$ cat config.mk
export PLATFORM = sky130hd
export DESIGN_NAME = silence_endpoint_recorder
export DESIGN_NICKNAME = d
export VERILOG_FILES = /design/src/rtl/core/ser_pkg.sv /design/src/rtl/core/silence_endpoint_recorder.sv
export SDC_FILE = /design/constraint.sdc
export NUM_CORES = 2
export LEC_CHECK = 0
export BUFFER_PORTS_ARGS = -buffer_cell sky130_fd_sc_hd__buf_2
export CORE_MARGIN = 2
export CORE_UTILIZATION = 48
export DETAILED_ROUTE_END_ITERATION = 8
export GPL_ROUTABILITY_DRIVEN = 0
export HOLD_SLACK_MARGIN = 0.1
export MAX_ROUTING_LAYER = met4
export PLACE_DENSITY = 0.63
export SLEW_MARGIN = 40
export SYNTH_ARGS = -nofsm -noshare
export SYNTH_HDL_FRONTEND = slang
export SYNTH_SLANG_ARGS = --single-unit
$ cat constraint.sdc
create_clock -name aclk -period 14.2 [get_ports aclk]
set_clock_uncertainty 0.1 [all_clocks]
set_input_delay 0.71 -clock aclk [delete_from_list [all_inputs] [get_ports aclk]]
set_output_delay 0.71 -clock aclk [all_outputs]
set_load 0.01 [all_outputs]
$ cat src/rtl/core/ser_pkg.sv
// Shared constants and codes for the silence endpoint recorder.
package ser_pkg;

    // Parameter defaults.
    localparam int ADDR_BITS_DEF   = 20;
    localparam int ENERGY_BITS_DEF = 40;

    // Fixed field widths.
    localparam int CNT_W   = 21;
    localparam int MS_W    = 20;
    localparam int TIME_W  = 32;
    localparam int THR_W   = 31;
    localparam int SAMP_W  = 16;
    localparam int CMD_W   = 2;
    localparam int CAUSE_W = 2;
    localparam int CFG_IDX_W  = 3;
    localparam int CFG_DATA_W = 31;

    // Threshold accumulator: threshold times up to 2^21-1 stored samples.
    localparam int THR_ACC_W = THR_W + CNT_W;

    // Command codes.
    localparam logic [CMD_W-1:0] CMD_START  = 2'd0;
    localparam logic [CMD_W-1:0] CMD_SAMPLE = 2'd1;
    localparam logic [CMD_W-1:0] CMD_BLOCK  = 2'd2;
    localparam logic [CMD_W-1:0] CMD_POLL   = 2'd3;

    // Stop causes.
    localparam logic [CAUSE_W-1:0] CAUSE_NONE    = 2'd0;
    localparam logic [CAUSE_W-1:0] CAUSE_MAXTIME = 2'd1;
    localparam logic [CAUSE_W-1:0] CAUSE_FULL    = 2'd2;
    localparam logic [CAUSE_W-1:0] CAUSE_SILENCE = 2'd3;

    // Configuration register indexes.
    localparam logic [CFG_IDX_W-1:0] REG_CAPACITY = 3'd0;
    localparam logic [CFG_IDX_W-1:0] REG_MIN_MS   = 3'd1;
    localparam logic [CFG_IDX_W-1:0] REG_MAX_MS   = 3'd2;
    localparam logic [CFG_IDX_W-1:0] REG_HOLD_MS  = 3'd3;
    localparam logic [CFG_IDX_W-1:0] REG_ENERGY   = 3'd4;

    // Configuration reset values.
    localparam logic [CNT_W-1:0] CAPACITY_RST = 21'd160000;
    localparam logic [MS_W-1:0]  MIN_MS_RST   = 20'd1000;
    localparam logic [MS_W-1:0]  MAX_MS_RST   = 20'd10000;
    localparam logic [MS_W-1:0]  HOLD_MS_RST  = 20'd1500;
    localparam logic [THR_W-1:0] ENERGY_RST   = 31'd1048576;

endpackage

$ cat src/rtl/core/silence_endpoint_recorder.sv
// Top level of the energy-based end-of-utterance recorder.

// Each accepted transaction (start, sample, block end or empty poll) yields exactly one
// result transaction, in the cycle after acceptance, and a new transaction is taken every
// cycle while the result register is empty or being drained. A single result register
// separates the two channels. The block energy test compares the saturating sum of
// squares against the threshold times the number of samples stored in the block, a
// product formed at block end from the current threshold. Samples are stored at
// write_index only while recording and while room remains; a full buffer is reported at
// the following block end.
module silence_endpoint_recorder #(
    parameter int ADDR_BITS   = ser_pkg::ADDR_BITS_DEF,
    parameter int ENERGY_BITS = ser_pkg::ENERGY_BITS_DEF
) (
    input  logic                            aclk,
    input  logic                            aresetn,
    // Configuration port
    input  logic                            cfg_wr_en,
    input  logic [ser_pkg::CFG_IDX_W-1:0]   cfg_addr,
    input  logic [ser_pkg::CFG_DATA_W-1:0]  cfg_wdata,
    // Input channel
    input  logic                            s_valid,
    output logic                            s_ready,
    input  logic [ser_pkg::CMD_W-1:0]       s_cmd,
    input  logic signed [ser_pkg::SAMP_W-1:0] s_sample_value,
    input  logic [ser_pkg::TIME_W-1:0]      s_now_ms,
    // Result channel
    output logic                            m_valid,
    input  logic                            m_ready,
    output logic                            m_recording,
    output logic                            m_write_enable,
    output logic [ADDR_BITS-1:0]            m_write_index,
    output logic signed [ser_pkg::SAMP_W-1:0] m_write_data,
    output logic                            m_finished,
    output logic [ser_pkg::CAUSE_W-1:0]     m_stop_cause,
    output logic [ser_pkg::CNT_W-1:0]       m_recorded_samples
);
    import ser_pkg::*;

    localparam int LIM_W = (ADDR_BITS + 1 > CNT_W) ? ADDR_BITS + 1 : CNT_W;

    // Configuration registers.
    logic [CNT_W-1:0] capacity_reg;
    logic [MS_W-1:0]  min_ms_reg;
    logic [MS_W-1:0]  max_ms_reg;
    logic [MS_W-1:0]  hold_ms_reg;
    logic [THR_W-1:0] energy_thr_reg;

    // Recorder state.
    logic                   active_reg, active_next;
    logic [TIME_W-1:0]      start_time_reg, start_time_next;
    logic                   sil_pend_reg, sil_pend_next;
    logic [TIME_W-1:0]      sil_start_reg, sil_start_next;
    logic [CNT_W-1:0]       stored_cnt_reg, stored_cnt_next;
    logic [ENERGY_BITS-1:0] blk_energy_reg, blk_energy_next;
    logic [CNT_W-1:0]       blk_cnt_reg, blk_cnt_next;
    logic                   blk_any_st_reg, blk_any_st_next;
    logic                   blk_any_rx_reg, blk_any_rx_next;

    // Result register.
    logic                   m_valid_reg, m_valid_next;
    logic                   recording_reg, recording_next;
    logic                   wen_reg, wen_next;
    logic [ADDR_BITS-1:0]   widx_reg, widx_next;
    logic [SAMP_W-1:0]      wdata_reg, wdata_next;
    logic                   fin_reg, fin_next;
    logic [CAUSE_W-1:0]     cause_reg, cause_next;
    logic [CNT_W-1:0]       rec_cnt_reg, rec_cnt_next;

    logic                   accept;
    logic [LIM_W-1:0]       room_limit;
    logic                   has_room;
    logic [TIME_W-1:0]      elapsed;
    logic [TIME_W-1:0]      sil_elapsed;
    logic                   over_max;
    logic                   silent;
    logic [THR_ACC_W-1:0]   thr_prod;
    logic [31:0]            sample_sq;
    logic [ENERGY_BITS:0]   energy_sum;
    logic [CAUSE_W-1:0]     cause;

    assign s_ready = !m_valid_reg || m_ready;
    assign accept  = s_valid && s_ready;

    // Buffer room, bounded by the address space.
    always_comb begin
        if (LIM_W'(capacity_reg) < (LIM_W'(1) << ADDR_BITS)) begin
            room_limit = LIM_W'(capacity_reg);
        end else begin
            room_limit = LIM_W'(1) << ADDR_BITS;
        end
    end
    assign has_room = LIM_W'(stored_cnt_reg) < room_limit;

    // Timing and energy terms shared by the command paths.
    assign elapsed    = s_now_ms - start_time_reg;
    assign over_max   = elapsed >= TIME_W'(max_ms_reg);
    assign sample_sq  = 32'(s_sample_value * s_sample_value);
    assign energy_sum = (ENERGY_BITS+1)'(blk_energy_reg) + (ENERGY_BITS+1)'(sample_sq);
    assign thr_prod   = THR_ACC_W'(energy_thr_reg) * THR_ACC_W'(blk_cnt_reg);

    // A block with no stored samples is silent whenever the threshold is nonzero.
    always_comb begin
        if (blk_any_st_reg) begin
            silent = THR_ACC_W'(blk_energy_reg) < thr_prod;
        end else begin
            silent = energy_thr_reg != '0;
        end
    end

    // Next state and result for the accepted transaction.
    always_comb begin
        active_next     = active_reg;
        start_time_next = start_time_reg;
        sil_pend_next   = sil_pend_reg;
        sil_start_next  = sil_start_reg;
        stored_cnt_next = stored_cnt_reg;
        blk_energy_next = blk_energy_reg;
        blk_cnt_next    = blk_cnt_reg;
        blk_any_st_next = blk_any_st_reg;
        blk_any_rx_next = blk_any_rx_reg;
        wen_next        = 1'b0;
        widx_next       = '0;
        wdata_next      = '0;
        cause           = CAUSE_NONE;
        sil_elapsed     = '0;

        if (s_cmd == CMD_START) begin
            active_next     = 1'b1;
            start_time_next = s_now_ms;
            sil_pend_next   = 1'b0;
            sil_start_next  = '0;
            stored_cnt_next = '0;
            blk_energy_next = '0;
            blk_cnt_next    = '0;
            blk_any_st_next = 1'b0;
            blk_any_rx_next = 1'b0;
        end else if (active_reg && s_cmd == CMD_SAMPLE) begin
            blk_any_rx_next = 1'b1;
            if (has_room) begin
                wen_next        = 1'b1;
                widx_next       = ADDR_BITS'(stored_cnt_reg);
                wdata_next      = s_sample_value;
                stored_cnt_next = stored_cnt_reg + 1'b1;
                blk_any_st_next = 1'b1;
                blk_cnt_next    = blk_cnt_reg + 1'b1;
                if (energy_sum[ENERGY_BITS]) begin
                    blk_energy_next = '1;
                end else begin
                    blk_energy_next = energy_sum[ENERGY_BITS-1:0];
                end
            end
        end else if (active_reg && s_cmd == CMD_BLOCK && blk_any_rx_reg) begin
            // Block end: update the silence timer, then pick the stop cause.
            if (elapsed >= TIME_W'(min_ms_reg) && silent) begin
                if (!sil_pend_reg) begin
                    sil_pend_next  = 1'b1;
                    sil_start_next = s_now_ms;
                end
            end else begin
                sil_pend_next = 1'b0;
            end
            sil_elapsed = s_now_ms - sil_start_next;
            if (over_max) begin
                cause = CAUSE_MAXTIME;
            end else if (!has_room) begin
                cause = CAUSE_FULL;
            end else if (sil_pend_next && sil_elapsed >= TIME_W'(hold_ms_reg)) begin
                cause = CAUSE_SILENCE;
            end
            blk_energy_next = '0;
            blk_cnt_next    = '0;
            blk_any_st_next = 1'b0;
            blk_any_rx_next = 1'b0;
        end else if (active_reg && (s_cmd == CMD_POLL || s_cmd == CMD_BLOCK)) begin
            // Empty poll, or a block end with nothing received.
            if (over_max) begin
                cause = CAUSE_MAXTIME;
            end
        end

        if (cause != CAUSE_NONE) begin
            active_next = 1'b0;
        end
        fin_next       = cause != CAUSE_NONE;
        cause_next     = cause;
        recording_next = active_next;
        rec_cnt_next   = stored_cnt_next;
    end

    // Result valid: set on acceptance, cleared once taken.
    always_comb begin
        if (accept) begin
            m_valid_next = 1'b1;
        end else if (m_ready) begin
            m_valid_next = 1'b0;
        end else begin
            m_valid_next = m_valid_reg;
        end
    end

    // Configuration writes.
    always_ff @(posedge aclk) begin
        if (!aresetn) begin
            capacity_reg   <= CAPACITY_RST;
            min_ms_reg     <= MIN_MS_RST;
            max_ms_reg     <= MAX_MS_RST;
            hold_ms_reg    <= HOLD_MS_RST;
            energy_thr_reg <= ENERGY_RST;
        end else if (cfg_wr_en) begin
            case (cfg_addr)
                REG_CAPACITY: capacity_reg   <= cfg_wdata[CNT_W-1:0];
                REG_MIN_MS:   min_ms_reg     <= cfg_wdata[MS_W-1:0];
                REG_MAX_MS:   max_ms_reg     <= cfg_wdata[MS_W-1:0];
                REG_HOLD_MS:  hold_ms_reg    <= cfg_wdata[MS_W-1:0];
                REG_ENERGY:   energy_thr_reg <= cfg_wdata[THR_W-1:0];
                default: ;
            endcase
        end
    end

    // Recorder state and result valid.
    always_ff @(posedge aclk) begin
        if (!aresetn) begin
            active_reg     <= 1'b0;
            start_time_reg <= '0;
            sil_pend_reg   <= 1'b0;
            sil_start_reg  <= '0;
            stored_cnt_reg <= '0;
            blk_energy_reg <= '0;
            blk_cnt_reg    <= '0;
            blk_any_st_reg <= 1'b0;
            blk_any_rx_reg <= 1'b0;
            m_valid_reg    <= 1'b0;
        end else begin
            m_valid_reg <= m_valid_next;
            if (accept) begin
                active_reg     <= active_next;
                start_time_reg <= start_time_next;
                sil_pend_reg   <= sil_pend_next;
                sil_start_reg  <= sil_start_next;
                stored_cnt_reg <= stored_cnt_next;
                blk_energy_reg <= blk_energy_next;
                blk_cnt_reg    <= blk_cnt_next;
                blk_any_st_reg <= blk_any_st_next;
                blk_any_rx_reg <= blk_any_rx_next;
            end
        end
    end

    // Result payload, loaded on acceptance.
    always_ff @(posedge aclk) begin
        if (accept) begin
            recording_reg <= recording_next;
            wen_reg       <= wen_next;
            widx_reg      <= widx_next;
            wdata_reg     <= wdata_next;
            fin_reg       <= fin_next;
            cause_reg     <= cause_next;
            rec_cnt_reg   <= rec_cnt_next;
        end
    end

    assign m_valid            = m_valid_reg;
    assign m_recording        = recording_reg;
    assign m_write_enable     = wen_reg;
    assign m_write_index      = widx_reg;
    assign m_write_data       = wdata_reg;
    assign m_finished         = fin_reg;
    assign m_stop_cause       = cause_reg;
    assign m_recorded_samples = rec_cnt_reg;

    // A finishing result names a cause and reports recording stopped.
    a_fin_cause: assert property (@(posedge aclk) disable iff (!aresetn)
        (m_valid && m_finished) |-> (m_stop_cause != CAUSE_NONE && !m_recording))
        else $error("finished result without cause or still recording");

    // A stored sample only happens while recording continues.
    a_write_rec: assert property (@(posedge aclk) disable iff (!aresetn)
        (m_valid && m_write_enable) |-> (m_recording && !m_finished))
        else $error("sample stored outside recording");

    // The stored sample index is one below the updated sample count.
    a_write_idx: assert property (@(posedge aclk) disable iff (!aresetn)
        (m_valid && m_write_enable) |->
            (m_write_index == ADDR_BITS'(m_recorded_samples - 1'b1)))
        else $error("write index does not match sample count");

    // A start transaction yields a fresh recording with no samples.
    a_start: assert property (@(posedge aclk) disable iff (!aresetn)
        (accept && s_cmd == CMD_START) |=>
            (m_valid && m_recording && m_recorded_samples == '0 && !m_write_enable))
        else $error("start did not open a fresh recording");

endmodule
; After elaboration in Yosys (flattened, before gate mapping)
; Cells that the tools add are included.
[totals]
in_bits = 89
memories = 0
latch_bits = 0
romBits = 0
word_cells = 122
out_inout_bits = 64
ramBits = 0
regBits = 325
[classes]
reduce_logical = 28
bitwise_logic = 2
mux = 48
n_div = 0
multipliers = 2
n_eq_ne = 9
shift = 0
add_sub_neg = 5
n_lt_le_gt_ge = 6
[op_table]
columns = cell, n
row1 = $mux 32, 8
row2 = $mux 40, 5
row3 = $mux 21, 8
row4 = $ge 32x20->1, 3
row5 = $sub 32x32->32, 2
row6 = $lt 40x52->1, 1
row7 = $mul 31x21->52, 1
row8 = $add 21x1->21 const B, 2
row9 = $add 40x32->41, 1
row10 = $mul 16x16->32, 1
row11 = $reduce_bool 31->1, 1
row12 = $lt 21x21->1, 1
row13 = $lt 21x21->1 const B, 1
row14 = $mux 1, 21
row15 = $reduce_and 2->1, 7
row16 = $mux 2, 6
row17 = $logic_and 1x1->1, 7
row18 = $eq 3x2->1 const B, 2
row19 = $reduce_and 3->1, 2
row20 = $reduce_bool 2->1, 3
row21 = $eq 2x2->1 const B, 2
row22 = $eq 3x1->1 const B, 1
row23 = $eq 3x3->1 const B, 1
row24 = $logic_not 3->1, 1
row25 = other kinds (10), 12

; Depth between registers and ports, before layout
[depth]
ltp_word = 19
depth_mapped = 62
ltp_nobuf = 59

; Worst setup path before layout
; No wires, ideal clock.
[synth_path]
path_kind = register to register
from = register blk_cnt_reg[4]
to = register cause_reg[1] (netlist: m_stop_cause[1]) (data pin)
slack_ps = 1170
required_time_ps = 13844
path_buffers = 4
arrival_ps = 12674
setup_ps = 256
period_less_slack_ps = 13030
stages_incl_launch_ff = 61
path_cell_list = dfxtp_1 clkbuf_1 clkbuf_1 and2_1 fa_1 fa_1 inv_1 fa_1 inv_1 fa_1 inv_1 fa_1 inv_1 fa_1 inv_1 fa_1 inv_1 ha_1 [25 not listed] o21ai_0 a31oi_1 a31o_2 a21o_1 a21oi_1 xnor2_1 ha_1 nand4_1 o22ai_1 nor2_1 nand4_1 nor4_1 o221ai_1 a2111oi_0 o2111ai_1 o211ai_1 nor2_1 o211a_1
[synth_between]
elab_chain_len = 17
word_cells_on_any_way = 21
cone_classes = 1 x add/sub / 1 x mul / 2 x order compare / 15 x mux / 2 x reduce/logical
[synth_lines]
columns = element, line
row1 = start: declaration, silence_endpoint_recorder.sv:56  ; logic [CNT_W-1:0] blk_cnt_reg, blk_cnt_next;
row2 = start signal: assignment, silence_endpoint_recorder.sv:244  ; blk_cnt_reg <= blk_cnt_next;
row3 = $mul 31x21->52 *, silence_endpoint_recorder.sv:100  ; assign thr_prod = THR_ACC_W'(energy_thr_reg) * THR_ACC_W'(blk_cnt_reg);
row4 = $lt 40x52->1 *, silence_endpoint_recorder.sv:105  ; silent = THR_ACC_W'(blk_energy_reg) < thr_prod;
row5 = $mux 1 *, silence_endpoint_recorder.sv:104  ; if (blk_any_st_reg) begin
row6 = $logic_and 1x1->1 *, silence_endpoint_recorder.sv:155  ; if (elapsed >= TIME_W'(min_ms_reg) && silent) begin
row7 = $mux 32, silence_endpoint_recorder.sv:155
row8 = $mux 32, silence_endpoint_recorder.sv:153  ; end else if (active_reg && s_cmd == CMD_BLOCK && blk_any_rx_reg) begin
row9 = $mux 32, silence_endpoint_recorder.sv:138  ; end else if (active_reg && s_cmd == CMD_SAMPLE) begin
row10 = $mux 32, silence_endpoint_recorder.sv:128  ; if (s_cmd == CMD_START) begin
row11 = [2 not listed], --
row12 = $logic_and 1x1->1 *, silence_endpoint_recorder.sv:168  ; end else if (sil_pend_next && sil_elapsed >= TIME_W'(hold_ms_reg)) begin
row13 = $mux 2 *, silence_endpoint_recorder.sv:168
row14 = $mux 2 *, silence_endpoint_recorder.sv:166  ; end else if (!has_room) begin
row15 = $mux 2 *, silence_endpoint_recorder.sv:164  ; if (over_max) begin
row16 = $mux 2 *, silence_endpoint_recorder.sv:153
row17 = $mux 2 *, silence_endpoint_recorder.sv:138
row18 = $mux 2 *, silence_endpoint_recorder.sv:128
row19 = named net cause[1], silence_endpoint_recorder.sv:80  ; logic [CAUSE_W-1:0] cause;
row20 = end signal: assignment, silence_endpoint_recorder.sv:259  ; cause_reg <= cause_next;
row21 = end: declaration, silence_endpoint_recorder.sv:67  ; logic [CAUSE_W-1:0] cause_reg, cause_next;
; The timed path passes the listed nets; every way through them passes the cells marked *. The select of a mux whose other input is x is not followed.
; A chain may end at the register's enable or synchronous reset.

; Worst setup path after layout
[layout_path]
from = register energy_thr_reg[6]
to = register cause_reg[1] (netlist: m_stop_cause[1]) (data pin)
[layout_between]
elab_chain_len = 17
word_cells_on_any_way = 22
cone_classes = 1 x add/sub / 1 x mul / 2 x order compare / 15 x mux / 3 x reduce/logical
[layout_lines]
columns = element, line
row1 = start: declaration, silence_endpoint_recorder.sv:47  ; logic [THR_W-1:0] energy_thr_reg;
row2 = start signal: assignment, silence_endpoint_recorder.sv:216  ; REG_ENERGY: energy_thr_reg <= cfg_wdata[THR_W-1:0];
row3 = $mul 31x21->52, silence_endpoint_recorder.sv:100
row4 = $lt 40x52->1, silence_endpoint_recorder.sv:105
row5 = $mux 1 *, silence_endpoint_recorder.sv:104
row6 = $logic_and 1x1->1 *, silence_endpoint_recorder.sv:155
row7 = $mux 32, silence_endpoint_recorder.sv:155
row8 = $mux 32, silence_endpoint_recorder.sv:153
row9 = $mux 32, silence_endpoint_recorder.sv:138
row10 = $mux 32, silence_endpoint_recorder.sv:128
row11 = [2 not listed], --
row12 = $logic_and 1x1->1 *, silence_endpoint_recorder.sv:168
row13 = $mux 2 *, silence_endpoint_recorder.sv:168
row14 = $mux 2 *, silence_endpoint_recorder.sv:166
row15 = $mux 2 *, silence_endpoint_recorder.sv:164
row16 = $mux 2 *, silence_endpoint_recorder.sv:153
row17 = $mux 2 *, silence_endpoint_recorder.sv:138
row18 = $mux 2 *, silence_endpoint_recorder.sv:128
row19 = named net cause[1], silence_endpoint_recorder.sv:80
; Marks and branches as above.

==> run summary <==
Outcome: finished clean
Die X: 330.0 µm
Main synth FF type: dfxtp_1
Post-route setup slack: 0.5549 ns
Area of the multi-input gates: 39000 µm²
Worst Setup SP: energy_thr_reg[6]
Layout Nets: 7285
Sequential share of the synthesized area: 13.97%
Total track usage: 27.53%
HP Class: in -> reg
Number of synthesized flops with an enable pin: 62
Max reg flops: 40
PwrDens: 156.9 nW/µm²
GRT overflow: 0
Total die area: 108900 µm²
Syn Nets: 7255
Fillers: 9841
DP Wirelength: 113200 µm
Register bit total from synthesis: 325
Slew headroom: 40.57%
1st-pass router iterations: 5
Crit path required time: 14.45 ns
Fmax achieved: 0.07329 GHz
Pre-CTS setup slack: -0.1921 ns
Mapped Cells: 5914
H-Tree Depth: 2
Syn avg cell area: 8.624 µm²
Max-Cap Viols: 0
Worst-path clk slew: 0.07 ns
Clk buf depth: 3
Post-route ant nets: 0
Critical path endpoint category: register
Synthesized cell area: 51010 µm²
CP startpoint kind: register
Lkg Pwr: 26.02 nW
CTS Hold Bufs: 0
Via count: 40500
Via density: 5.496
Cell repeated most along the worst path: fa_1
Starting Density: 48.45%
Largest net degree at the start of global routing: 88
CTS tree: done
Worst-Skew Late Latency: 0.61 ns
Initial detailed-routing violation count: 2783
FF-to-FF Start: energy_thr_reg[6]
Hold Slack: 0.2566 ns
HP Start: cfg_wdata[26]
CP Max Fanout: 14
CTS buffer count: 41
Synthesis-to-layout area growth: 8.225%
Layout cell share with drive strength beyond 1: 7.396%
FFs w/ async S/R, synth: 0%
Crit Path Class: reg -> reg
Worst Tran Pin Value: 0.8689 ns
Final Max Slew Viols: 0
Residual DRC: 0
Tot Pwr: 0.008660 W
Seq. cell area: 7153 µm²
Clk sinks: 325
Peak VDD IR: 0.4735 mV
Min cycle time layout: 13.65 ns
Wire length per cell: 19.22 µm
Final Hold Fails: 0
Core Rows: 119
Worst path slowest cell: dfxtp_1
Slowest stage delay, CP: 0.65 ns
Die height: 330.0 µm
Floorplan core area: 105300 µm²
Global-route wire length before repair: 228800 µm
Clock Tree Root: clkbuf_16
Detailed Route WL: 141600 µm
Synth warn: 0
Worst Path Arrival: 13.89 ns
Vias in the first global route: 41370
Synth cell types: 82
I/O pin count: 153
Post-route clock period utilization: 96.09%
Final setup viols: 0
# port buffers: 152
Initial antenna violation count: 2
==> through the flow <==
step	util, %	cells	setup TNS [ns]	area [µm²]
floorplan	-	5914	0	51010
detailed placement	50.84	7290	-0.7016	53520
finish	52.44	7368	0	55200
global placement	50.81	7289	-0.05374	53490
CTS	52.29	7365	0	55050
global route	52.44	7367	-0.3541	55200
==> worst paths after layout <==
check,to,slack [ns],cells after the start
setup reg to reg,m_stop_cause[1],0.55,53
setup / recovery,m_stop_cause[1],0.55,53
hold / removal,energy_thr_reg[26],0.26,3
hold reg to reg,min_ms_reg[12],0.36,2
==> cell type report <==
type                    instances  area share, %
multi-input cells            4263          70.64
clock buffers                  49          2.022
well taps                    1391          3.153
diodes                          1       0.004533
clock inverters                26         0.7299
flip-flops and latches        325          12.96
inverters                    1028          6.993
repair buffers                285          3.495
==> synthesized netlist by cell type (29+ instances only) <==
master	count	area (µm²)
edfxtp_1	62	1862
nor2b_1	29	181.4
nor3_1	73	365.4
a21o_1	103	773.2
a32o_1	32	320.3
and3_1	51	319.1
xor2_1	68	595.6
nor2_1	179	671.9
inv_1	1027	3855
clkbuf_1	275	1032
a21boi_0	147	1104
nand2_1	855	3209
a21oi_1	224	1121
o21ai_0	136	680.7
fa_1	790	15820
o211ai_1	39	292.8
nand3_1	77	385.4
nand4_1	41	256.5
mux2i_1	35	350.3
nand2b_1	47	294.0
dfxtp_1	263	5265
ha_1	462	5781
and2_1	414	2590
xnor2_1	110	963.4
==> cells in the final DEF (no fill, tap or decap), types with 14 or more instances in the layout <==
master,n
xor2_1,68
o21bai_1,20
nor4_1,22
nor3b_1,22
nor2b_1,29
nand2b_1,47
nand3b_1,16
nand3_1,76
dfxtp_2,18
clkbuf_16,41
a21o_1,103
xnor2_1,110
o21a_1,24
dfxtp_1,244
nand2_1,852
mux2i_1,35
buf_4,116
inv_1,1027
a211oi_1,24
a31oi_1,28
edfxtp_1,62
or3_1,14
a32o_1,32
o21ai_0,132
nor2_1,175
a21oi_1,221
and3_1,50
buf_2,151
nor3_1,71
and2_1,414
o211ai_1,39
nand4_1,41
ha_1,461
fa_1,790
a21boi_0,146
==> metal layers <==
layer | vias up | wire, µm | track usage [%]
met5 | - | 0 | -
met4 | 0 | 4073 | 7.181
met3 | 183 | 7412 | 2.702
met2 | 1130 | 67140 | 44.58
met1 | 20280 | 62980 | 37.12
li1 | 18900 | - | -
==> critical path, delay by kind of cell, from the launching register on <==
family | cells | cell delay (ns)
AOI/OAI and AO/OA | 23 | 4.51
xor gates and xnor gates | 2 | 0.39
adders and majority gates | 11 | 4.58
buffers and inverters | 5 | 0.75
DFF | 1 | 0.65
muxes | 1 | 0.14
and+or+nand+nor | 11 | 2.24
==> power breakdown <==
| group | internal (W) | switching [W] |
|---|---|---|
| Combinational | 0.00276 | 0.00372 |
| Sequential | 0.000960 | 0.0000160 |
| Clock | 0.000729 | 0.000476 |
==> cells by family (layout without fill, tap and decap cells) <==
family                   after synthesis  after routing  share of synthesized area [%]
multiplexers                          43             43                         0.8635
AND/OR/NAND/NOR                     1887           1887                          17.93
flip-flops                           325            325                          13.97
adder cells (fa/ha/maj)             1252           1252                          42.34
other                                  0              1                              0
buffers and inverters               1326           1388                          9.903
AO/OA/AOI/OAI                        903            903                          11.93
XOR/XNOR                             178            178                          3.057
==> what timing repair did <==
action,4_1_cts,5_1_grt
setup buffers,0,2
pin swaps,0,9
setup endpoints to repair,5,5
gates resized for setup,8,43
Power figures use the tool's default switching activity.
